### src/rtl/sspu_dly.sv
// Enabled delay line for side data that rides along the divider stages.
module sspu_dly #(
	parameter int W = 8,
	parameter int N = 4
) (
	input  logic         clk,
	input  logic         en,
	input  logic [W-1:0] din,
	output logic [W-1:0] dout
);

	logic [W-1:0] tap_s [N];

	always_ff @(posedge clk) begin
		if (en) begin
			tap_s[0] <= din;
			for (int i = 1; i < N; i++) begin
				tap_s[i] <= tap_s[i-1];
			end
		end
	end

	assign dout = tap_s[N-1];

endmodule

### config.mk
export PLATFORM = sky130hd
export DESIGN_NAME = sspu_dly
export DESIGN_NICKNAME = d
export VERILOG_FILES = /design/src/rtl/sspu_dly.sv
export SDC_FILE = /design/constraint.sdc
export NUM_CORES = 1
export LEC_CHECK = 0
export BUFFER_PORTS_ARGS = -buffer_cell sky130_fd_sc_hd__clkbuf_2
export CAP_MARGIN = 5
export CORE_MARGIN = 3
export CORE_UTILIZATION = 55
export DETAILED_ROUTE_END_ITERATION = 10
export PLACE_DENSITY_LB_ADDON = 0.2
export SETUP_SLACK_MARGIN = 0.1
export SYNTH_ARGS = -nofsm -noshare
export SYNTH_HDL_FRONTEND = slang
export SYNTH_SLANG_ARGS = --single-unit
### constraint.sdc
create_clock -name clk -period 1.8 [get_ports clk]
set_input_delay 0.27 -clock clk [delete_from_list [all_inputs] [get_ports clk]]
set_output_delay 0.27 -clock clk [all_outputs]
set_load 0.03 [all_outputs]
==> results.cfg <==
[finish]
postLayoutCoreUtil = 0.718
drive_gt1_frac = 0.421
final_cell_mix = edfxtp_1 (32), clkbuf_2 (17), clkbuf_4 (5)
layout_commonest_cell = edfxtp_1
fill_cells = 92
final_nets = 67
final_area_mm2 = 0.00113
top_regs = tap_s: 32 flops
antenna_cells = 0
nMultiInputCombCells = 0
synthToLayoutAreaGrowth_pct = 17.8
largest-register = tap_s
largest_reg_flops = 32
multi_input_area_um2 = 0

[drt]
vias_per_cell = 5.30
dr_total_vias = 387
first_pass_iters = 4
drc = 0
finalWirelength_um = 988
wl_per_cell_um = 13.5
drtAntennaViolNets = 0
first_iter_violations = 2

[worst_setup_path]
worstPathArrival_ps = 870
crit_fanout = 1
worstPathRequired_ps = 1530
crit_buf_inv = 1
r2r-start = tap_s[1][2]$_DFFE_PP_
cp_cell_sequence = clkbuf_2
crit_path_start_kind = register
path_class = reg -> out
critPathTopFamily = flip-flops
r2r_slack_ps = 1160
max_stage_delay_ps = 370
reg2reg_depth = 0
r2r_end = tap_s[2][2]$_DFFE_PP_
cp_slowest_cell = edfxtp_1
cp-end-kind = output port

[timing]
setup_viol = 0
hold_slack_ps = 134
fmax_ghz = 0.874
rsz0062_at_grt = false
finalHoldViolCount = 0
finalWorstSetupSlack_ps = 656
skew_ps = 9.33
relSlewSlack = 0.819
drv_slew = 0
tightestPinTransition_ps = 272
tns_ps = 0
period_needed_ps = 1140
fin_crit_sh = 0.636

[placement]
portBuffers = 17
place.gp.congestion = 0.586
placed_area_mm2 = 0.00109
pre_cts_ws_ps = 753

[global_route]
gr-total-overflow = 0
track_usage = 0.119
antenna_found_initial = 0
grt_max_degree = 24
grt_pass1_vias = 389
grt_pass1_wl_um = 1590

[clocking]
numClockSinks = 32
worstSkewPairLatency_ps = 310
cts_made_buffers = 5
postCtsResizedCells = 0
post_cts_buffers = 0
htreeDepth = 2
cts_tree = yes
cts_hold_buf = 0
clock-root-buffer = clkbuf_4
clock_path_buffers = 2
cts.clk_slew.worst_paths_ps = 80

[logic_synthesis]
synth_top_area_share = 1.00
yosysSeqAreaShare = 1.00
avgSynthCellArea_um2 = 30.0
yosys.area.top_type = edfxtp_1
syn-num-nets = 42
syn_inst = 32
yosys-top-cells-area = edfxtp_1 (100%)
synth_area_um2 = 961
ys_types = 1
yosys_warnings = 0
synth_seq_cells = 32

[power_and_ir_drop]
peakVddDrop_mv = 0.720
p_per_area_mw_per_mm2 = 1140
leakage_nw = 0.421

[run_status]
status = finished clean

[floorplanning]
start_util = 0.610
ios = 18
die_h_um = 47.8
die-area_mm2 = 0.00228
die_w_um = 47.8
row_count = 14
core_mm2 = 0.00158

[hold_path]
hold-path-endpoint = tap_s[0][7]$_DFFE_PP_
hp-start = din[7]
worst_hold_path_type = in -> reg
min_path_cells = 1

[flow_run]
maxCapViolations = 0
[kinds of logic (layout without fill, tap and decap cells)]
group                  Yosys count  after routing  share of synthesized area
flip-flops                      32             32                       1.00
buffers and inverters            0             25                          0
[metal layers]
metal | global-route usage | up-vias | part of all wire
met4 | 0.0806 | 0 | 0.015
met5 | 0 | - | 0
met3 | 0.0902 | 4 | 0.12
li1 | - | 180 | -
met2 | 0.169 | 23 | 0.48
met1 | 0.121 | 180 | 0.38
[power breakdown]
group / total, mW / internal (mW) / leakage [nW] / switching (mW)
Clock: 0.342 / 0.143 / 0.0281 / 0.198
Sequential: 0.889 / 0.877 / 0.313 / 0.0127
Combinational: 0.0559 / 0.0174 / 0.0800 / 0.0386
[cell usage after synthesis]
library cell,count
edfxtp_1,32
[worst max-delay path by stage]
| stage | start | end | slack [ps] | depth (start not counted) |
|---|---|---|---|---|
| 2_1_floorplan | tap_s[3][0]$_DFFE_PP_ | dout[0] | 1030 | 0 |
| 3_3_place_gp | en | tap_s[3][1]$_DFFE_PP_ | 790 | 2 |
| 3_5_place_dp | en | tap_s[3][6]$_DFFE_PP_ | 750 | 2 |
| 4_1_cts | tap_s[3][3]$_DFFE_PP_ | dout[3] | 630 | 1 |
| 5_1_grt | tap_s[3][6]$_DFFE_PP_ | dout[6] | 590 | 1 |
| 6_report | tap_s[3][3]$_DFFE_PP_ | dout[3] | 660 | 1 |
[final cells by class]
type / count / area [um^2] / share of cell area
Timing Repair Buffer: 18 / 105 / 0.0928
Sequential cell: 32 / 961 / 0.849
Clock buffer: 6 / 41.3 / 0.0365
Clock inverter: 1 / 5.00 / 0.00442
Tap cell: 16 / 20.0 / 0.0177
[metrics by stage]
stage,power [mW],cells
floorplan,0.924,32
global placement,0.957,66
detailed placement,0.965,66
CTS,1.30,73
global route,1.36,73
finish,1.29,73
Power figures use the tool's default switching activity.
