## src/rtl/sspu_pkg.sv

```systemverilog
// Shared widths, register indexes, reset values and types for the sprite projection unit.
package sspu_pkg;

	localparam int CoordW   = 16;
	localparam int DiffW    = 17;
	localparam int DistW    = 33;
	localparam int DimW     = 12;
	localparam int HalfW    = 11;
	localparam int BoundW   = 11;
	localparam int NumW     = 48;
	localparam int DenW     = 41;
	localparam int SumW     = 51;
	localparam int CfgIdxW  = 3;
	localparam int CfgDataW = 16;

	localparam int FrontStages = 5;
	localparam int BackStages  = 3;
	localparam int PipeDepth   = FrontStages + NumW + BackStages;

	localparam logic [CfgIdxW-1:0] RegPlayerX = 3'd0;
	localparam logic [CfgIdxW-1:0] RegPlayerY = 3'd1;
	localparam logic [CfgIdxW-1:0] RegDirX    = 3'd2;
	localparam logic [CfgIdxW-1:0] RegDirY    = 3'd3;
	localparam logic [CfgIdxW-1:0] RegPlaneX  = 3'd4;
	localparam logic [CfgIdxW-1:0] RegPlaneY  = 3'd5;
	localparam logic [CfgIdxW-1:0] RegWidth   = 3'd6;
	localparam logic [CfgIdxW-1:0] RegHeight  = 3'd7;

	localparam logic signed [CoordW-1:0] RstDirX   = 16'sd16384;
	localparam logic signed [CoordW-1:0] RstPlaneY = 16'sd10813;
	localparam logic [DimW-1:0]          RstWidth  = 12'd640;
	localparam logic [DimW-1:0]          RstHeight = 12'd480;

	typedef struct packed {
		logic             zero;
		logic             neg_d;
		logic             neg_c;
		logic [DistW-1:0] dsq;
	} side_t;

endpackage

```

## src/rtl/sspu_back.sv

```systemverilog
// Back stages: signed quotients, saturation, draw bounds and screen clamps.
module sspu_back (
	input  logic                                clk,
	input  logic                                en,
	input  logic [sspu_pkg::NumW-1:0]           quo_d,
	input  logic [sspu_pkg::NumW-1:0]           quo_c,
	input  logic [sspu_pkg::NumW-1:0]           quo_s,
	input  sspu_pkg::side_t                     side,
	input  logic [sspu_pkg::HalfW-1:0]          half_w,
	input  logic [sspu_pkg::HalfW-1:0]          half_h,
	input  logic [sspu_pkg::DimW-1:0]           screen_width,
	input  logic [sspu_pkg::DimW-1:0]           screen_height,
	output logic [sspu_pkg::DistW-1:0]          dist_sq,
	output logic signed [sspu_pkg::CoordW-1:0]  depth,
	output logic signed [sspu_pkg::CoordW-1:0]  screen_col,
	output logic [sspu_pkg::CoordW-1:0]         sprite_size,
	output logic [sspu_pkg::BoundW-1:0]         x_first,
	output logic [sspu_pkg::BoundW-1:0]         x_last,
	output logic [sspu_pkg::BoundW-1:0]         y_first,
	output logic [sspu_pkg::BoundW-1:0]         y_last,
	output logic                                visible
);

	localparam int SW = sspu_pkg::SumW;

	function automatic logic [sspu_pkg::BoundW-1:0] clip(input logic signed [SW-1:0] v);
		logic [sspu_pkg::BoundW-1:0] r;
		if (v < 0) begin
			r = '0;
		end else if (v > SW'(2047)) begin
			r = 11'd2047;
		end else begin
			r = v[sspu_pkg::BoundW-1:0];
		end
		return r;
	endfunction

	function automatic logic [sspu_pkg::BoundW-1:0] clip_end(
		input logic signed [SW-1:0] v,
		input logic [sspu_pkg::DimW-1:0] lim
	);
		logic signed [SW-1:0] l;
		logic signed [SW-1:0] e;
		l = signed'(SW'(lim));
		e = (v >= l) ? l - SW'(1) : v;
		return clip(e);
	endfunction

	logic signed [15:0] depth_s1, depth_s2, depth_s3;
	logic signed [49:0] col_s1;
	logic [47:0]        size_s1;
	logic [sspu_pkg::DistW-1:0] dist_s1, dist_s2, dist_s3;

	logic signed [SW-1:0] sx0_s2, sx1_s2, sy0_s2, sy1_s2;
	logic signed [15:0]   col_s2, col_s3;
	logic [15:0]          size_s2, size_s3;

	logic [sspu_pkg::BoundW-1:0] sx0_s3, sx1_s3, sy0_s3, sy1_s3;
	logic [46:0] hs;

	assign hs = size_s1[47:1];

	always_ff @(posedge clk) begin
		if (en) begin
			dist_s1 <= side.dsq;
			if (side.zero) begin
				depth_s1 <= '0;
				col_s1   <= 50'(half_w);
				size_s1  <= '0;
			end else begin
				if (side.neg_d) begin
					depth_s1 <= (quo_d > 48'd32768) ? 16'sh8000 : -signed'(quo_d[15:0]);
				end else begin
					depth_s1 <= (quo_d > 48'd32767) ? 16'sh7FFF : signed'(quo_d[15:0]);
				end
				col_s1  <= side.neg_c ? -signed'({2'b0, quo_c}) : signed'({2'b0, quo_c});
				size_s1 <= quo_s;
			end

			dist_s2  <= dist_s1;
			depth_s2 <= depth_s1;
			sy0_s2 <= signed'(SW'(half_h)) - signed'(SW'(hs));
			sy1_s2 <= signed'(SW'(half_h)) + signed'(SW'(hs));
			sx0_s2 <= SW'(col_s1) - signed'(SW'(hs));
			sx1_s2 <= SW'(col_s1) + signed'(SW'(hs));
			size_s2 <= (size_s1 > 48'd65535) ? 16'hFFFF : size_s1[15:0];
			if (col_s1 > 50'sd32767) begin
				col_s2 <= 16'sh7FFF;
			end else if (col_s1 < -50'sd32768) begin
				col_s2 <= 16'sh8000;
			end else begin
				col_s2 <= col_s1[15:0];
			end

			dist_s3  <= dist_s2;
			depth_s3 <= depth_s2;
			col_s3   <= col_s2;
			size_s3  <= size_s2;
			sx0_s3 <= clip(sx0_s2);
			sx1_s3 <= clip_end(sx1_s2, screen_width);
			sy0_s3 <= clip(sy0_s2);
			sy1_s3 <= clip_end(sy1_s2, screen_height);
		end
	end

	assign dist_sq     = dist_s3;
	assign depth       = depth_s3;
	assign screen_col  = col_s3;
	assign sprite_size = size_s3;
	assign x_first     = sx0_s3;
	assign x_last      = sx1_s3;
	assign y_first     = sy0_s3;
	assign y_last      = sy1_s3;
	assign visible     = depth_s3 > 16'sd0;

endmodule

```

## config.mk

```make
export PLATFORM = sky130hd
export DESIGN_NAME = sspu_back
export DESIGN_NICKNAME = d
export VERILOG_FILES = /design/src/rtl/sspu_pkg.sv /design/src/rtl/sspu_back.sv
export SDC_FILE = /design/constraint.sdc
export NUM_CORES = 1
export LEC_CHECK = 0
export ABC_AREA = 0
export BUFFER_PORTS_ARGS = -buffer_cell sky130_fd_sc_hd__buf_2
export CORE_MARGIN = 5
export CORE_UTILIZATION = 53
export DETAILED_ROUTE_END_ITERATION = 8
export GPL_TIMING_DRIVEN = 0
export PLACE_DENSITY_LB_ADDON = 0.1
export SLEW_MARGIN = 25
export SYNTH_ARGS = -nofsm -noshare
export SYNTH_HDL_FRONTEND = slang
export SYNTH_SLANG_ARGS = --single-unit
```

## constraint.sdc

```tcl
create_clock -name clk -period 3.7 [get_ports clk]
set_clock_uncertainty 0.1 [all_clocks]
set_input_delay 0.185 -clock clk [delete_from_list [all_inputs] [get_ports clk]]
set_output_delay 0.185 -clock clk [all_outputs]
set_load 0.01 [all_outputs]
```

==> impl_metrics.csv <==
group,metric,value,unit
critical_path,path_cells,"ha_2 > inv_2 > fa_2 > o21ba_4 > or4_4 > a311oi_4 > o211ai_1 > buf_4 > a31oi_4 > a31oi_4 > o211ai_1 > o21ai_2 > or4_1 > nand3_1",
detailed_routing,routed_wl,80800,um
global_routing,grt_pass1_wl,123000,um
clock_network,clock_path_buffers,3,
detailed_routing,via_per_inst,5.62,
yosys,ys_warn_count,0,
critical_path,path_delay_family,"compound AO/OA/AOI/OAI gates",
die,die_height,242,um
place,io_buffers,351,
clock_network,path_clk_slew,0.06,ns
yosys,synth.avg_cell_area,11.6,sq um
clock_network,cts_buffers,57,
finish,fillers,3908,
job,maxCapViolations,0,
die,initial_utilization,53.2,%
outcome,status,"finished with violations",
die,core,0.0535,sq mm
detailed_routing,drtPass1Iterations,5,
finish,post-route-util,68.4,%
yosys,synth_area,0.0285,sq mm
outcome,violations,"negative setup slack",
critical_path,crit_required,4.08,ns
critical_path,path_max_fanout,3,
yosys,syn_inst,2462,
detailed_routing,drc,0,
power,p_switching,4.84,mW
timing,slew_violations,0,
power,p_seq_share,45.5,%
critical_path,startpoint,"col_s1[0]",
die,die-area,0.0584,sq mm
finish,syn_to_final_growth,28.5,%
critical_path,critical_path_class,"register to register",
timing,setup_violations,13,
detailed_routing,vias,21721,
yosys,synth.distinct_cells,73,
power,pwr-share-clk,34.6,%
timing,hold_violations,0,
power,worst_ir_drop_vdd,0.350,mV
global_routing,grt_max_degree,107,
critical_path,crit_path_max_incr_delay,0.49,ns
power,switching_share,27.4,%
clock_network,clk-insertion-delay-late,0.63,ns
global_routing,grt_usage,26.5,%
detailed_routing,drt_iter0_drc,1560,
clock_network,cts_tree,"built",
place,gp_congestion,0.940,
timing,fmax,249,MHz
min_path,min_from,"side[35]",
place,pre_cts_ws,-1.70,ns
timing,fin_crit,4.02,ns
yosys,synth-seq-cells,549,
timing,fin_crit_sh,109,%
timing,setup_ws,-0.317,ns
die,die_x,242,um
yosys,async_reset_ff_share,0,%
detailed_routing,postRouteAntennaNets,0,
timing,rsz0062_at_grt,"yes",
global_routing,grt_pass1_vias,21487,
power,p_per_area,483,mW/mm^2
critical_path,worst-path-buf-inv,2,
yosys,synth_nets,2838,
timing,tightest_slew,0.984,ns
critical_path,crit_arrival,4.40,ns
die,rows,85,
min_path,hold_path_class,"primary input to register",
global_routing,antenna_found_initial,4,
finish,drive_gt1_share,22.0,%
clock_network,cts_root_buf,"clkbuf_16",
finish,num-nets-final,3493,
place,dp.cells,3514,
timing,relSlewSlack,34.4,%
clock_network,htreeDepth,2,
timing,fin_tns_setup,-1.87,ns
detailed_routing,wl_per_cell,20.9,um
yosys,synth_ff_type,"edfxtp_1",
power,p_int,12.8,mW
critical_path,cp-end-kind,"register",
power,pwr-share-comb,19.9,%
place,dp_hpwl,58500,um
power,leakage,14.0,nW
clock_network,cts_sinks,549,
critical_path,start_kind,"register",
critical_path,crit_slowest_cell,"edfxtp_1",
yosys,yosysSeqAreaShare,57.9,%
global_routing,overflow,0,
yosys,synth_edf_count,549,
critical_path,r2r_start,"col_s1[0]",
finish,stdcell_count,3864,
die,io-pin-count,354,
-- placed cells by master (no fill, tap or decap), drive strengths merged, types with 15 or more instances in the layout --
master / netlist / final
a21o: 33 / 33
a21oi: 151 / 151
a31oi: 18 / 18
and3: 15 / 15
buf: 4 / 435
clkbuf: 93 / 127
clkinv: 2 / 26
dlygate4sd3: 0 / 192
edfxtp: 549 / 549
ha: 144 / 144
inv: 164 / 166
nand2: 169 / 169
nand2b: 23 / 23
nand3: 42 / 42
nand4: 46 / 46
nor2: 215 / 215
nor2b: 74 / 74
nor3: 56 / 56
nor4: 78 / 78
o21ai: 98 / 98
o21bai: 26 / 26
o31ai: 28 / 28
or3: 31 / 31
or4: 20 / 20
xnor2: 172 / 172
xor2: 70 / 70
-- registers in the layout (all words and copies together), names as in the netlist, 33 cells and up --
register,cells
col_s1,50
size_s1,48
sy0_s2,48
dist_s1,33
dist_sq,33
sx0_s2,51
dist_s2,33
sx1_s2,50
sy1_s2,47
-- final timing paths --
| check | endpoint | slack, ns | cells after the start |
|---|---|---|---|
| worst max-delay path | sx1_s2[40] | -0.32 | 14 |
| worst min-delay path | size_s1[11] | 0.02 | 2 |
| worst max register to register | sx1_s2[40] | -0.32 | 14 |
| worst min register to register | screen_col[6] | 0.31 | 0 |
-- metrics by stage --
step	hold slack, ns	power, mW	instance area [sq um]
6_report	0.0246	17.7	36600
5_1_grt	0.0441	18.4	36600
4_1_cts	0.00237	17.5	35700
3_5_place_dp	0.263	11.0	31300
3_3_place_gp	0.262	11.0	31100
2_1_floorplan	0.184	9.85	28500
-- layout make-up --
class	count	area, sq um	area share (%)
buffer	72	300	0.821
inverter	166	637	1.74
multi-input combinational	1650	11800	32.4
tap	696	871	2.38
clock inverter	46	559	1.53
timing repair buffer	621	4410	12.0
sequential	549	16500	45.1
clock buffer	61	1460	4.00
antenna	3	7.51	0.0205
-- power groups by stage --
stage	Combinational, mW	Clock, mW	Sequential, mW
floorplan	1.82	0	8.03
global placement	2.77	0	8.25
detailed placement	2.84	0	8.17
CTS	3.22	6.21	8.04
global route	3.83	6.48	8.08
finish	3.51	6.12	8.04
-- synthesized netlist by cell type, types with 12 or more instances --
master	instances	area, sq um
o21bai_1	26	195
or3_1	29	181
edfxtp_1	549	16500
nor2_1	215	807
and3_1	15	93.8
nand3_1	42	210
or4_1	16	120
nand4_1	46	288
nor3_1	56	280
nor4_1	77	482
mux2_2	12	135
xor2_1	70	613
a21o_1	33	248
nand2_1	169	634
o21ai_1	12	60.1
a31oi_1	18	113
a21oi_1	151	756
nand2b_1	22	138
inv_1	163	612
xnor2_1	172	1510
o21ai_0	86	430
ha_1	144	1800
o31ai_1	27	203
nor2b_1	74	463
clkbuf_1	93	349
-- routing by layer --
metal | part of all wire (%) | vias up | track usage, %
met2 | 51 | 661 | 46.1
met4 | 3.1 | 2 | 8.49
met3 | 5.1 | 152 | 3.82
met5 | 0.016 | - | 0
li1 | - | 10304 | -
met1 | 41 | 10602 | 34.7
-- worst register-to-register path, cell delays in order (launching register included) --
cell	delay [ns]
edfxtp_1	0.49
ha_2	0.25
inv_2	0.04
fa_2	0.35
o21ba_4	0.21
or4_4	0.46
a311oi_4	0.31
o211ai_1	0.14
buf_4	0.17
a31oi_4	0.19
a31oi_4	0.16
o211ai_1	0.32
o21ai_2	0.11
or4_1	0.47
nand3_1	0.11
-- what timing repair did --
action | CTS | global route
hold buffers | 192 | 0
buffers inserted | 30 | 45
resized for setup | 80 | 127
pin swaps | 17 | 50
endpoints found under the setup margin | 139 | 123
hold endpoints to repair | 223 | 0
-- cell families (layout without fill, tap and decap cells) --
family | count (synthesis) | in the layout | synth area share, %
XOR/XNOR | 242 | 242 | 7.45
AO/OA/AOI/OAI | 442 | 442 | 9.72
AND/OR/NAND/NOR | 803 | 803 | 14.2
adder cells (fa/ha/maj) | 148 | 148 | 6.61
multiplexers | 15 | 15 | 0.580
buffers and inverters | 263 | 966 | 3.47
other | 0 | 3 | 0
flip-flops | 549 | 549 | 57.9
Power figures use the tool's default switching activity.
